===== src/design/tce_pkg.sv =====
// ----------------------------------------------------------------------------
// tce_pkg
// shared types, opcodes, status codes and reset values of the execute unit
// ----------------------------------------------------------------------------
package tce_pkg;

    localparam int TCE_MEM_BYTES = 65536;
    localparam int WORD_BYTES    = 4;
    localparam int DIV_STEPS     = 32;

    // instruction opcodes
    localparam logic [4:0] CMD_HLT      = 5'd0;
    localparam logic [4:0] CMD_PUSH_IMM = 5'd1;
    localparam logic [4:0] CMD_PUSH_REG = 5'd2;
    localparam logic [4:0] CMD_POP      = 5'd3;
    localparam logic [4:0] CMD_MOV_IMM  = 5'd4;
    localparam logic [4:0] CMD_MOV_REG  = 5'd5;
    localparam logic [4:0] CMD_ADD_IMM  = 5'd6;
    localparam logic [4:0] CMD_ADD_REG  = 5'd7;
    localparam logic [4:0] CMD_MUL_IMM  = 5'd8;
    localparam logic [4:0] CMD_MUL_REG  = 5'd9;
    localparam logic [4:0] CMD_DIV_IMM  = 5'd10;
    localparam logic [4:0] CMD_DIV_REG  = 5'd11;
    localparam logic [4:0] CMD_MOD_IMM  = 5'd12;
    localparam logic [4:0] CMD_MOD_REG  = 5'd13;
    localparam logic [4:0] CMD_LOG      = 5'd14;
    localparam logic [4:0] CMD_NEG      = 5'd15;
    localparam logic [4:0] CMD_CMP_REG  = 5'd16;
    localparam logic [4:0] CMD_CMP_IMM  = 5'd17;
    localparam logic [4:0] CMD_LOAD     = 5'd18;
    localparam logic [4:0] CMD_STORE    = 5'd19;

    // result status codes
    localparam logic [2:0] STS_OK      = 3'd0;
    localparam logic [2:0] STS_UNDER   = 3'd1;
    localparam logic [2:0] STS_OVER    = 3'd2;
    localparam logic [2:0] STS_BADREG  = 3'd3;
    localparam logic [2:0] STS_DIVZERO = 3'd4;
    localparam logic [2:0] STS_SEGV    = 3'd5;

    // register numbers
    localparam logic [2:0] REG_SP   = 3'd5;
    localparam int         GP_REGS  = 5;

    // configuration register indexes
    localparam logic [1:0] CFG_STACK_TOP    = 2'd0;
    localparam logic [1:0] CFG_STACK_BOTTOM = 2'd1;
    localparam logic [1:0] CFG_DATA_MIN     = 2'd2;
    localparam logic [1:0] CFG_DATA_MAX     = 2'd3;

    localparam logic [15:0] RST_STACK_TOP    = 16'd65535;
    localparam logic [15:0] RST_STACK_BOTTOM = 16'd32768;
    localparam logic [15:0] RST_DATA_MIN     = 16'd0;
    localparam logic [15:0] RST_DATA_MAX     = 16'd32764;

    typedef enum logic [3:0] {
        OP_NOP,
        OP_HLT,
        OP_PUSH,
        OP_POP,
        OP_MOV,
        OP_ADD,
        OP_MUL,
        OP_DIV,
        OP_LOG,
        OP_NEG,
        OP_CMP,
        OP_LOAD,
        OP_STORE
    } op_t;

    typedef enum logic [3:0] {
        S_CLEAR,
        S_IDLE,
        S_FETCH,
        S_DECODE,
        S_MUL,
        S_DIVSET,
        S_DIV,
        S_MEMRD,
        S_MEMWR,
        S_COMMIT,
        S_RESULT
    } state_t;

    // commands from controller to datapath
    typedef struct packed {
        logic clr_step;
        logic take;
        logic src_sel;
        logic fetch;
        logic decode;
        logic mul_load;
        logic div_init;
        logic div_step;
        logic rd_step;
        logic wr_step;
        logic commit;
        logic out_load;
    } ctl_t;

    // status from datapath to controller
    typedef struct packed {
        logic clr_last;
        logic in_valid;
        op_t  op;
        logic err;
        logic div_last;
        logic rd_last;
        logic wr_last;
        logic out_busy;
    } sts_t;

endpackage


===== src/design/tce_if.sv =====
// ----------------------------------------------------------------------------
// tce_in_if / tce_out_if
// valid/ready channels carrying instructions and results
// ----------------------------------------------------------------------------
interface tce_in_if;
    logic        valid;
    logic        ready;
    logic [4:0]  cmd;
    logic [2:0]  dst_index;
    logic [2:0]  src_index;
    logic [31:0] imm;
    logic [15:0] address;

    modport source (output valid, cmd, dst_index, src_index, imm, address, input ready);
    modport sink (input valid, cmd, dst_index, src_index, imm, address, output ready);
endinterface

interface tce_out_if;
    logic        valid;
    logic        ready;
    logic [2:0]  status;
    logic [31:0] value;
    logic        running;
    logic        flag_valid;
    logic        equal;
    logic        less;
    logic        greater;

    modport source (output valid, status, value, running, flag_valid, equal, less, greater,
                    input ready);
    modport sink (input valid, status, value, running, flag_valid, equal, less, greater,
                  output ready);
endinterface


===== src/design/tce_datapath.sv =====
// ----------------------------------------------------------------------------
// tce_datapath
// register file, stack pointer, flags, divider, memory sequencing, result reg
// ----------------------------------------------------------------------------
module tce_datapath #(
    parameter int MEM_BYTES = tce_pkg::TCE_MEM_BYTES
) (
    input  logic                         clk,
    input  logic                         rst_n,
    input  tce_pkg::ctl_t                ctl,
    output tce_pkg::sts_t                sts,
    tce_in_if.sink                       in_ch,
    tce_out_if.source                    out_ch,
    input  logic                         cfg_we,
    input  logic [1:0]                   cfg_index,
    input  logic [15:0]                  cfg_wdata,
    output logic                         mem_we,
    output logic [$clog2(MEM_BYTES)-1:0] mem_waddr,
    output logic [7:0]                   mem_wdata,
    output logic [$clog2(MEM_BYTES)-1:0] mem_raddr,
    input  logic [7:0]                   mem_rdata
);
    import tce_pkg::*;

    localparam int AW = $clog2(MEM_BYTES);

    // architectural state
    logic [31:0] rf_reg [0:GP_REGS-1];
    logic [15:0] sp_reg;
    logic        run_reg;
    logic        fv_reg, eq_reg, lt_reg, gt_reg;
    logic [15:0] top_reg, bottom_reg, dmin_reg, dmax_reg;

    // control counters
    logic [AW-1:0] clr_cnt_reg;
    logic [4:0]    cnt_reg;
    logic          out_valid_reg;

    // item and work registers
    logic [4:0]  cmd_reg;
    logic [2:0]  d_reg, s_reg;
    logic [31:0] imm_reg;
    logic [15:0] addr_reg;
    logic [31:0] a_reg, b_reg, prod_reg;
    logic [2:0]  st_reg;
    logic [31:0] rem_reg, quo_reg, den_reg;
    logic [31:0] word_reg;
    logic [2:0]  o_status_reg;
    logic [31:0] o_value_reg;
    logic        o_running_reg, o_fv_reg, o_eq_reg, o_lt_reg, o_gt_reg;

    // decode
    op_t         op;
    logic        dok, sok, isreg, segv, b_from_reg;
    logic [2:0]  st_code;
    logic [2:0]  rd_idx;
    logic [31:0] rd_val;
    logic [32:0] div_try;
    logic [31:0] wb_val;
    logic [31:0] q_fix, r_fix;
    logic [15:0] rbase, wbase, rsum, wsum;
    logic [31:0] wr_word;

    always_comb
    begin
        case (cmd_reg) inside
            CMD_HLT:                                         op = OP_HLT;
            CMD_PUSH_IMM, CMD_PUSH_REG:                      op = OP_PUSH;
            CMD_POP:                                         op = OP_POP;
            CMD_MOV_IMM, CMD_MOV_REG:                        op = OP_MOV;
            CMD_ADD_IMM, CMD_ADD_REG:                        op = OP_ADD;
            CMD_MUL_IMM, CMD_MUL_REG:                        op = OP_MUL;
            CMD_DIV_IMM, CMD_DIV_REG, CMD_MOD_IMM, CMD_MOD_REG: op = OP_DIV;
            CMD_LOG:                                         op = OP_LOG;
            CMD_NEG:                                         op = OP_NEG;
            CMD_CMP_REG, CMD_CMP_IMM:                        op = OP_CMP;
            CMD_LOAD:                                        op = OP_LOAD;
            CMD_STORE:                                       op = OP_STORE;
            default:                                         op = OP_NOP;
        endcase
    end

    assign dok        = (d_reg <= REG_SP);
    assign sok        = (s_reg <= REG_SP);
    assign isreg      = cmd_reg[0];
    assign segv       = (addr_reg > dmax_reg) || (addr_reg < dmin_reg);
    assign b_from_reg = ((op == OP_MOV || op == OP_ADD || op == OP_MUL || op == OP_DIV) && isreg)
                        || (cmd_reg == CMD_CMP_REG);

    // error check in the order the instruction set defines
    always_comb
    begin
        st_code = STS_OK;
        unique case (op)
            OP_PUSH:
            begin
                if (sp_reg <= bottom_reg)
                    st_code = STS_OVER;
                else if (cmd_reg == CMD_PUSH_REG && !dok)
                    st_code = STS_BADREG;
            end
            OP_POP:
            begin
                if (sp_reg == top_reg)
                    st_code = STS_UNDER;
                else if (!dok)
                    st_code = STS_BADREG;
            end
            OP_MOV, OP_ADD, OP_MUL:
            begin
                if (!dok || (isreg && !sok))
                    st_code = STS_BADREG;
            end
            OP_DIV:
            begin
                if (!dok || (isreg && !sok))
                    st_code = STS_BADREG;
                else if (b_reg == 32'd0)
                    st_code = STS_DIVZERO;
            end
            OP_LOG, OP_NEG:
            begin
                if (!dok)
                    st_code = STS_BADREG;
            end
            OP_CMP:
            begin
                if (!dok || (cmd_reg == CMD_CMP_REG && !sok))
                    st_code = STS_BADREG;
            end
            OP_LOAD:
            begin
                if (segv)
                    st_code = STS_SEGV;
                else if (!dok)
                    st_code = STS_BADREG;
            end
            OP_STORE:
            begin
                if (!dok)
                    st_code = STS_BADREG;
                else if (segv)
                    st_code = STS_SEGV;
            end
            OP_NOP, OP_HLT:
            begin
                st_code = STS_OK;
            end
            default:
            begin
                st_code = STS_OK;
            end
        endcase
    end

    // single register read port
    assign rd_idx = ctl.src_sel ? s_reg : d_reg;
    always_comb
    begin
        if (rd_idx < REG_SP)
            rd_val = rf_reg[rd_idx];
        else if (rd_idx == REG_SP)
            rd_val = {16'd0, sp_reg};
        else
            rd_val = 32'd0;
    end

    // divider step and sign fix
    assign div_try = {rem_reg, quo_reg[31]} - {1'b0, den_reg};
    assign q_fix   = (a_reg[31] != b_reg[31]) ? (32'd0 - quo_reg) : quo_reg;
    assign r_fix   = a_reg[31] ? (32'd0 - rem_reg) : rem_reg;

    always_comb
    begin
        unique case (op)
            OP_MOV:            wb_val = b_reg;
            OP_ADD:            wb_val = a_reg + b_reg;
            OP_MUL:            wb_val = prod_reg;
            OP_DIV:            wb_val = (cmd_reg >= CMD_MOD_IMM) ? r_fix : q_fix;
            OP_NEG:            wb_val = 32'd0 - a_reg;
            OP_LOAD, OP_POP:   wb_val = word_reg;
            default:           wb_val = a_reg;
        endcase
    end

    // byte addresses
    assign rbase   = (op == OP_POP) ? sp_reg : addr_reg;
    assign wbase   = (op == OP_PUSH) ? (sp_reg - 16'(WORD_BYTES)) : addr_reg;
    assign rsum    = rbase + 16'(cnt_reg[1:0]);
    assign wsum    = wbase + 16'(cnt_reg[1:0]);
    assign wr_word = (cmd_reg == CMD_PUSH_IMM) ? imm_reg : a_reg;

    always_comb
    begin
        mem_we    = ctl.clr_step || ctl.wr_step;
        mem_waddr = ctl.clr_step ? clr_cnt_reg : wsum[AW-1:0];
        mem_wdata = ctl.clr_step ? 8'd0 : wr_word[{cnt_reg[1:0], 3'b000} +: 8];
        mem_raddr = rsum[AW-1:0];
    end

    // status to controller
    always_comb
    begin
        sts.clr_last = &clr_cnt_reg;
        sts.in_valid = in_ch.valid;
        sts.op       = op;
        sts.err      = (st_code != STS_OK);
        sts.div_last = (cnt_reg == 5'(DIV_STEPS - 1));
        sts.rd_last  = (cnt_reg == 5'(WORD_BYTES));
        sts.wr_last  = (cnt_reg == 5'(WORD_BYTES - 1));
        sts.out_busy = out_valid_reg && !out_ch.ready;
    end

    assign in_ch.ready = ctl.take;

    // state and control registers
    always_ff @(posedge clk or negedge rst_n)
    begin
        if (!rst_n)
        begin
            for (int i = 0; i < GP_REGS; i++)
                rf_reg[i] <= 32'd0;
            sp_reg        <= RST_STACK_TOP;
            run_reg       <= 1'b1;
            fv_reg        <= 1'b0;
            eq_reg        <= 1'b0;
            lt_reg        <= 1'b0;
            gt_reg        <= 1'b0;
            top_reg       <= RST_STACK_TOP;
            bottom_reg    <= RST_STACK_BOTTOM;
            dmin_reg      <= RST_DATA_MIN;
            dmax_reg      <= RST_DATA_MAX;
            clr_cnt_reg   <= '0;
            cnt_reg       <= 5'd0;
            out_valid_reg <= 1'b0;
        end
        else
        begin
            if (cfg_we)
            begin
                unique case (cfg_index)
                    CFG_STACK_TOP:    top_reg    <= cfg_wdata;
                    CFG_STACK_BOTTOM: bottom_reg <= cfg_wdata;
                    CFG_DATA_MIN:     dmin_reg   <= cfg_wdata;
                    CFG_DATA_MAX:     dmax_reg   <= cfg_wdata;
                    default:          top_reg    <= top_reg;
                endcase
            end

            if (ctl.clr_step)
                clr_cnt_reg <= clr_cnt_reg + 1'b1;

            if (ctl.decode || ctl.div_init)
                cnt_reg <= 5'd0;
            else if (ctl.div_step || ctl.rd_step || ctl.wr_step)
                cnt_reg <= cnt_reg + 5'd1;

            if (ctl.commit && st_reg == STS_OK)
            begin
                unique case (op)
                    OP_HLT:
                    begin
                        run_reg <= 1'b0;
                    end
                    OP_PUSH:
                    begin
                        sp_reg <= sp_reg - 16'(WORD_BYTES);
                    end
                    OP_POP:
                    begin
                        if (d_reg == REG_SP)
                            sp_reg <= wb_val[15:0];
                        else
                        begin
                            sp_reg <= sp_reg + 16'(WORD_BYTES);
                            rf_reg[d_reg] <= wb_val;
                        end
                    end
                    OP_MOV, OP_ADD, OP_MUL, OP_DIV, OP_NEG, OP_LOAD:
                    begin
                        if (d_reg == REG_SP)
                            sp_reg <= wb_val[15:0];
                        else
                            rf_reg[d_reg] <= wb_val;
                    end
                    OP_CMP:
                    begin
                        fv_reg <= 1'b1;
                        eq_reg <= (a_reg == b_reg);
                        lt_reg <= ($signed(a_reg) < $signed(b_reg));
                        gt_reg <= ($signed(a_reg) > $signed(b_reg));
                    end
                    default:
                    begin
                        run_reg <= run_reg;
                    end
                endcase
            end

            if (ctl.out_load)
                out_valid_reg <= 1'b1;
            else if (out_ch.ready)
                out_valid_reg <= 1'b0;
        end
    end

    // payload registers
    always_ff @(posedge clk)
    begin
        if (ctl.take && in_ch.valid)
        begin
            cmd_reg  <= in_ch.cmd;
            d_reg    <= in_ch.dst_index;
            s_reg    <= in_ch.src_index;
            imm_reg  <= in_ch.imm;
            addr_reg <= in_ch.address;
        end
        if (ctl.fetch)
            b_reg <= b_from_reg ? rd_val : imm_reg;
        if (ctl.decode)
        begin
            a_reg  <= rd_val;
            st_reg <= st_code;
        end
        if (ctl.mul_load)
            prod_reg <= a_reg * b_reg;
        if (ctl.div_init)
        begin
            rem_reg <= 32'd0;
            quo_reg <= a_reg[31] ? (32'd0 - a_reg) : a_reg;
            den_reg <= b_reg[31] ? (32'd0 - b_reg) : b_reg;
        end
        else if (ctl.div_step)
        begin
            if (!div_try[32])
            begin
                rem_reg <= div_try[31:0];
                quo_reg <= {quo_reg[30:0], 1'b1};
            end
            else
            begin
                rem_reg <= {rem_reg[30:0], quo_reg[31]};
                quo_reg <= {quo_reg[30:0], 1'b0};
            end
        end
        if (ctl.rd_step && cnt_reg != 5'd0)
            word_reg <= {mem_rdata, word_reg[31:8]};
        // run and compare flags are captured with the result so a later
        // instruction cannot change them while the result waits
        if (ctl.out_load)
        begin
            o_status_reg  <= st_reg;
            o_value_reg   <= rd_val;
            o_running_reg <= run_reg;
            o_fv_reg      <= fv_reg;
            o_eq_reg      <= eq_reg;
            o_lt_reg      <= lt_reg;
            o_gt_reg      <= gt_reg;
        end
    end

    assign out_ch.valid      = out_valid_reg;
    assign out_ch.status     = o_status_reg;
    assign out_ch.value      = o_value_reg;
    assign out_ch.running    = o_running_reg;
    assign out_ch.flag_valid = o_fv_reg;
    assign out_ch.equal      = o_eq_reg;
    assign out_ch.less       = o_lt_reg;
    assign out_ch.greater    = o_gt_reg;

endmodule


===== src/flat_wrapper.sv =====
// flat-port wrapper written by rule: the top's interface ports become plain ports
module tce_datapath_flat import tce_pkg::*;
#(
    parameter int MEM_BYTES = tce_pkg::TCE_MEM_BYTES
)
  (clk, rst_n, ctl, sts, cfg_we, cfg_index, cfg_wdata, mem_we, mem_waddr, mem_wdata, mem_raddr, mem_rdata, in_ch_valid, in_ch_cmd, in_ch_dst_index, in_ch_src_index, in_ch_imm, in_ch_address, in_ch_ready, out_ch_valid, out_ch_status, out_ch_value, out_ch_running, out_ch_flag_valid, out_ch_equal, out_ch_less, out_ch_greater, out_ch_ready);
  tce_in_if in_ch_i ();
  tce_out_if out_ch_i ();
  input  logic clk;
  input  logic rst_n;
  input  tce_pkg::ctl_t ctl;
  output tce_pkg::sts_t sts;
  input  logic cfg_we;
  input  logic [1:0] cfg_index;
  input  logic [15:0] cfg_wdata;
  output logic mem_we;
  output logic [$clog2(MEM_BYTES)-1:0] mem_waddr;
  output logic [7:0] mem_wdata;
  output logic [$clog2(MEM_BYTES)-1:0] mem_raddr;
  input  logic [7:0] mem_rdata;
  input wire logic [$bits(in_ch_i.valid)-1:0] in_ch_valid;
  input wire logic [$bits(in_ch_i.cmd)-1:0] in_ch_cmd;
  input wire logic [$bits(in_ch_i.dst_index)-1:0] in_ch_dst_index;
  input wire logic [$bits(in_ch_i.src_index)-1:0] in_ch_src_index;
  input wire logic [$bits(in_ch_i.imm)-1:0] in_ch_imm;
  input wire logic [$bits(in_ch_i.address)-1:0] in_ch_address;
  output wire logic [$bits(in_ch_i.ready)-1:0] in_ch_ready;
  output wire logic [$bits(out_ch_i.valid)-1:0] out_ch_valid;
  output wire logic [$bits(out_ch_i.status)-1:0] out_ch_status;
  output wire logic [$bits(out_ch_i.value)-1:0] out_ch_value;
  output wire logic [$bits(out_ch_i.running)-1:0] out_ch_running;
  output wire logic [$bits(out_ch_i.flag_valid)-1:0] out_ch_flag_valid;
  output wire logic [$bits(out_ch_i.equal)-1:0] out_ch_equal;
  output wire logic [$bits(out_ch_i.less)-1:0] out_ch_less;
  output wire logic [$bits(out_ch_i.greater)-1:0] out_ch_greater;
  input wire logic [$bits(out_ch_i.ready)-1:0] out_ch_ready;
  assign in_ch_i.valid = in_ch_valid;
  assign in_ch_i.cmd = in_ch_cmd;
  assign in_ch_i.dst_index = in_ch_dst_index;
  assign in_ch_i.src_index = in_ch_src_index;
  assign in_ch_i.imm = in_ch_imm;
  assign in_ch_i.address = in_ch_address;
  assign in_ch_ready = in_ch_i.ready;
  assign out_ch_valid = out_ch_i.valid;
  assign out_ch_status = out_ch_i.status;
  assign out_ch_value = out_ch_i.value;
  assign out_ch_running = out_ch_i.running;
  assign out_ch_flag_valid = out_ch_i.flag_valid;
  assign out_ch_equal = out_ch_i.equal;
  assign out_ch_less = out_ch_i.less;
  assign out_ch_greater = out_ch_i.greater;
  assign out_ch_i.ready = out_ch_ready;
  tce_datapath #(.MEM_BYTES(MEM_BYTES)) u_core (.clk(clk), .rst_n(rst_n), .ctl(ctl), .sts(sts), .in_ch(in_ch_i), .out_ch(out_ch_i), .cfg_we(cfg_we), .cfg_index(cfg_index), .cfg_wdata(cfg_wdata), .mem_we(mem_we), .mem_waddr(mem_waddr), .mem_wdata(mem_wdata), .mem_raddr(mem_raddr), .mem_rdata(mem_rdata));
endmodule

===== config.mk =====
export PLATFORM = sky130hd
export DESIGN_NAME = tce_datapath_flat
export DESIGN_NICKNAME = d
export VERILOG_FILES = /design/src/design/tce_pkg.sv /design/src/design/tce_if.sv /design/src/design/tce_datapath.sv /design/src/flat_wrapper.sv
export SDC_FILE = /design/constraint.sdc
export NUM_CORES = 2
export LEC_CHECK = 0
export BUFFER_PORTS_ARGS = -buffer_cell sky130_fd_sc_hd__buf_2
export CORE_UTILIZATION = 29
export CTS_BUF_LIST = sky130_fd_sc_hd__clkbuf_8
export DETAILED_ROUTE_END_ITERATION = 10
export SETUP_SLACK_MARGIN = 0.4
export SLEW_MARGIN = 40
export SYNTH_ARGS = -nofsm -noshare
export SYNTH_HDL_FRONTEND = slang
export SYNTH_SLANG_ARGS = --single-unit

===== constraint.sdc =====
create_clock -name clk -period 10.15 [get_ports clk]
set_input_delay 0.5075 -clock clk [delete_from_list [all_inputs] [get_ports clk]]
set_output_delay 0.5075 -clock clk [all_outputs]
set_load 0.02 [all_outputs]

# Word level (Yosys, flattened, before mapping)
# Index checks and enable logic that the tools add are counted.
[totals]
regBits = 593
in_bits = 102
memories = 0
rom_bits = 0
latch_bits = 0
output_inout_bits = 94
mem_bits_rw = 0
[op_classes]
n_eq_ne = 43
shifts = 1
bitwise = 3
n_mux = 56
mul = 1
n_lt_le_gt_ge = 12
div = 0
n_addsub = 12
reduce_logical = 53
[op_table]
columns = ["operator", "count"]
rows = [
  ["$mux 32", 13],
  ["$pmux 32 s6", 1],
  ["$bwmux 160", 1],
  ["$sub 1x32->32 const A", 4],
  ["$bmux 32 s3", 1],
  ["$demux 32 s3", 1],
  ["$mux 16", 6],
  ["$mux 4", 12],
  ["$pmux 16 s3", 1],
  ["$eq 5x4->1 const B", 8],
  ["$sub 33x32->33", 1],
  ["$add 16x2->16", 2],
  ["$add 32x32->32", 1],
  ["$eq 32x32->1", 1],
  ["$gt 32x32->1", 1],
  ["$logic_not 32->1", 1],
  ["$lt 32x32->1", 1],
  ["$mul 32x32->32", 1],
  ["$shiftx 32x6->8", 1],
  ["$mux 31", 1],
  ["$eq 5x3->1 const B", 5],
  ["$eq 5x5->1 const B", 5],
  ["$mux 3", 8],
  ["$pmux 3 s8", 1],
  ["47 further kinds", 103],
]

# Depth between registers and ports, before layout
[depth]
word_depth = 20
mapped_depth = 29
ltp_nobuf = 26

# Worst setup path after synthesis
# No wires, ideal clock.
[synth_timing]
path_kind = "register -> register"
startpoint = "register u_core.a_reg[12]"
endpoint = "register u_core.prod_reg[31], data pin"
period_less_slack_ps = 7147
n_path_buf = 4
path_slack_ps = 3003
path_stages_with_launch = 28
arrival_time_ps = 6889
path_cell_list = "edfxtp_1 > clkbuf_1 > clkbuf_1 > clkbuf_1 > and2_1 > fa_1 > fa_1 > fa_1 > inv_1 > fa_1 > inv_1 > fa_1 > inv_1 > fa_1 > inv_1 > fa_1 > fa_1 > ha_1 > clkbuf_1 > a21oi_1 > nor2b_1 > o21ai_0 > nand2_1 > a21oi_1 > nand2_1 > a21o_1 > a221o_1 > xnor2_1"
[synth_between]
elab_chain_len = 1
[synth_lines]
columns = ["element", "line_no", "source"]
rows = [
  ["from (decl)", "tce_datapath.sv:44", "logic [31:0] a_reg, b_reg, prod_reg;"],
  ["from (signal assigned)", "tce_datapath.sv:322", "a_reg <= rd_val;"],
  ["$mul 32x32->32", "tce_datapath.sv:326", "prod_reg <= a_reg * b_reg;"],
  ["to (signal assigned)", "tce_datapath.sv:326", ""],
  ["to (decl)", "tce_datapath.sv:44", ""],
]
# Every way passes these cells.
# A chain may end at the register's enable or synchronous reset.

# Worst setup path in the final report
[layout_timing]
startpoint = "register u_core.b_reg[4]"
endpoint = "register u_core.prod_reg[31], data pin"
[layout_between]
elab_chain_len = 1
[layout_lines]
columns = ["element", "line_no", "source"]
rows = [
  ["from (decl)", "tce_datapath.sv:44", ""],
  ["from (signal assigned)", "tce_datapath.sv:319", "b_reg <= b_from_reg ? rd_val : imm_reg;"],
  ["$mul 32x32->32", "tce_datapath.sv:326", ""],
]
# Every way passes these cells.

==> results.md <==
* Run status: completed
* DIE AREA at 177000 um2
* CP max-delay cell: edfxtp_1
* Final Max Slew Viols at 0
* Row count at 153
* Ys async rst share at 0.450
* Global Route met1 Usage at 0.272
* Number of flip-flops in the largest register at 160
* Detailed Route WL at 194 mm
* CP required at 10810 ps
* Cell repeated most along the worst path: fa_1
* Critical Path, Cell by Cell: buf_4, and2_1, fa_1, inv_1, fa_1, fa_1, fa_1, inv_1, ha_1, ha_1, fa_1, fa_1, ha_1, o21ai_0, nand2b_1, a21oi_2, nor3_1, a21oi_1, nand2_1, a21o_1, a221o_1, xnor2_1
* P&R area growth vs syn at 14.5%
* Measured slew at the worst slew-check pin at 1030 ps
* Synth cell count leaders: 558 x nand2_1, 551 x inv_1, 412 x fa_1, 294 x edfxtp_1, 292 x and2_1
* Number of standard cells after synthesis at 5208
* Peak VDD IR at 0.696 mV
* Drt wl/cell at 24.7 um
* Fin cells at 7853
* CTS max path bufs at 3
* Chip Height at 421 um
* Clock-pin slew on the worst setup and hold paths at 70 ps
* Crit path time final at 7740 ps
* CTS sink cnt at 593
* Post-synthesis register bit count at 593
* # placed instances at 7553
* Top cell type's share of synthesized area at 0.174
* Power per cell area at 356 nW/um2
* Relative max-transition margin at 0.313
* Setup ws final at 2410 ps
* Synth Net Count at 6002
* Final TNS setup at 0 ps
* Final Core Density at 0.335
* Top_reg_cell synth: edfxtp_1
* Top post-synthesis cells by area: edfxtp_1 17%, fa_1 16%, dfrtp_1 11%
* Dominant cell type by area after synthesis: edfxtp_1
* Setup violators final at 0
* Static leakage at 24.9 nW
* Drt first-iter violations at 4610
* I/O Pins at 196
* Initial Utilization at 0.292
* GR peak layer: met2
* Fin. Hold Viols at 0
* H-tree depth at 3
* Critical path buffer and inverter count at 3
* Met2 usage at 0.345
* MaxCap Viol Count at 0
* Worst Clk Skew at 124 ps
* Sequential area share after synthesis at 0.319
* Yosys warns at 0
* Inserted Clock Buffers at 109
* PostCTS Resize Cnt at 0
* Grt met3 use at 0.0595
* Largest net degree at the start of global routing at 75
* Dpl cell area at 55000 um2
* Clock Tree Root: clkbuf_8
* Hold path startpoint: out_ch_ready
* # DRC at 0
* Cell family with most CP delay: adder cells
* Initial antenna violation count at 9
* Fmax at 0.129 GHz
* Final Wtd Congestion at 0.980
* Period utilisation layout at 0.763
* Routed Antenna Nets at 0
* Crit path kind: flop to flop
* Total GRT Usage at 0.217
* Routed vias/inst at 5.27
* Vias in the first global route at 41300
* Core area at 174000 um2
* Dpl ws at 2430 ps
* Syn_area_per_cell at 9.77 um2
* EDFF count, synth at 294
* Crit-path max FO at 17
* Post-DP HPWL at 146 mm
* Post-Syn Area at 50900 um2
* Grt ovf at 0
* Power Total at 20.8 mW
* Design Area, Final at 58200 um2
* Synth cell types at 89
* CP startpoint kind: flop
* Min-delay worst type: primary input to flop
* Number of port buffers at 195
* Layout cells sized above 1 at 0.145
* Worst path max stage delay at 1030 ps
* Crit path capture type: flop
* Min Hold Slack at 77.1 ps
* CP Launch Point: u_core.b_reg[4]$_DFFE_PP_
* Total vias in the final route at 41400
* Die width at 421 um
* Count leader, synth: nand2_1
* First-pass GRT wire length at 281 mm
* Worst-Skew Late Latency at 930 ps
* Final #Nets at 6222
* TritonRoute pass-1 iters at 10
* RSZ-0062 raised after global routing: no
* Post-CTS setup buffer count at 0
* Worst EP arrival at 8400 ps
* CTS tree: done
* Reg2reg start: u_core.b_reg[4]$_DFFE_PP_
[report_power, final]
part           leakage (nW)  total (mW)  internal, mW  switching [mW]
combinational          17.0        14.2          6.01            8.21
sequential             6.53        4.06          3.55           0.506
clock                  1.36        2.49          1.30            1.19
[cells by family after synthesis]
| group | after synthesis | share of synthesized area |
|---|---|---|
| multiplexers | 230 | 0.0601 |
| flip-flops | 593 | 0.319 |
| AND/OR/NAND/NOR | 1552 | 0.148 |
| adder cells (fa/ha/maj) | 692 | 0.231 |
| XOR/XNOR | 359 | 0.0620 |
| buffers and inverters | 861 | 0.0640 |
| AO/OA/AOI/OAI | 921 | 0.116 |
[worst reg2reg max path: cells and delay by family (launching register included)]
kind	cells	cell delay (ps)
xor gates and xnor gates	1	130
DFF	1	1030
AOI/OAI and AO/OA	5	1540
and+or+nand+nor	4	540
adders and majority gates	9	3740
buffers and inverters	3	540
[placed cells by master (no fill, tap or decap), types with 30 or more instances in the layout]
| master | n |
|---|---|
| xor2_1 | 124 |
| mux2_2 | 125 |
| ha_1 | 280 |
| nand2b_1 | 40 |
| and2_1 | 291 |
| a21o_1 | 50 |
| nor3_1 | 71 |
| a211oi_1 | 43 |
| a21oi_1 | 191 |
| buf_4 | 115 |
| clkbuf_8 | 131 |
| nor2b_1 | 31 |
| dfstp_2 | 47 |
| nand4_1 | 34 |
| a31oi_1 | 30 |
| fa_1 | 412 |
| dfxtp_1 | 32 |
| o21ai_0 | 275 |
| and3_1 | 30 |
| buf_2 | 191 |
| inv_1 | 592 |
| mux4_2 | 48 |
| dlygate4sd3_1 | 85 |
| mux2i_1 | 54 |
| edfxtp_1 | 294 |
| or3_1 | 30 |
| nor2_1 | 287 |
| xnor2_1 | 234 |
| nand3_1 | 62 |
| nand2_1 | 558 |
| dfrtp_1 | 220 |
[what timing repair did]
| action | 4_1_cts | 5_1_grt |
|---|---|---|
| hold endpoints to repair | 195 | 0 |
| hold buffers | 85 | 0 |
| endpoints found under the setup margin | 0 | 0 |
[layer usage]
metal | routed length, um | share of wire
met1 | 75600 | 0.39
met2 | 87900 | 0.45
met3 | 19500 | 0.10
met4 | 10700 | 0.055
met5 | 13 | 0.000067
[worst paths after layout]
kind / endpoint / slack, ps / cells after the start
worst max-delay path: u_core.prod_reg[31]$_DFFE_PP_ / 2410 / 22
worst min-delay path: u_core.out_ch.valid$_DFFE_PN0P_ / 80 / 3
max in group asynchronous: u_core.out_ch.valid$_DFFE_PN0P_ / 8180 / 4
min in group asynchronous: u_core.rf_reg[142]$_DFFE_PN0P_ / 170 / 2
worst min register to register: u_core.out_ch.status[2]$_DFFE_PP_ / 440 / 0
worst max register to register: u_core.prod_reg[31]$_DFFE_PP_ / 2410 / 22
[layout make-up]
class / instances / area (um2)
fill: 17700 / 116000
multi-input combinational: 3754 / 31700
sequential: 593 / 16200
timing repair buffer: 417 / 3020
tap: 2325 / 2910
inverter: 553 / 2080
clock buffer: 131 / 1800
clock inverter: 77 / 542
antenna: 3 / 7.51
Note: power is estimated with default switching activity, not from simulation.
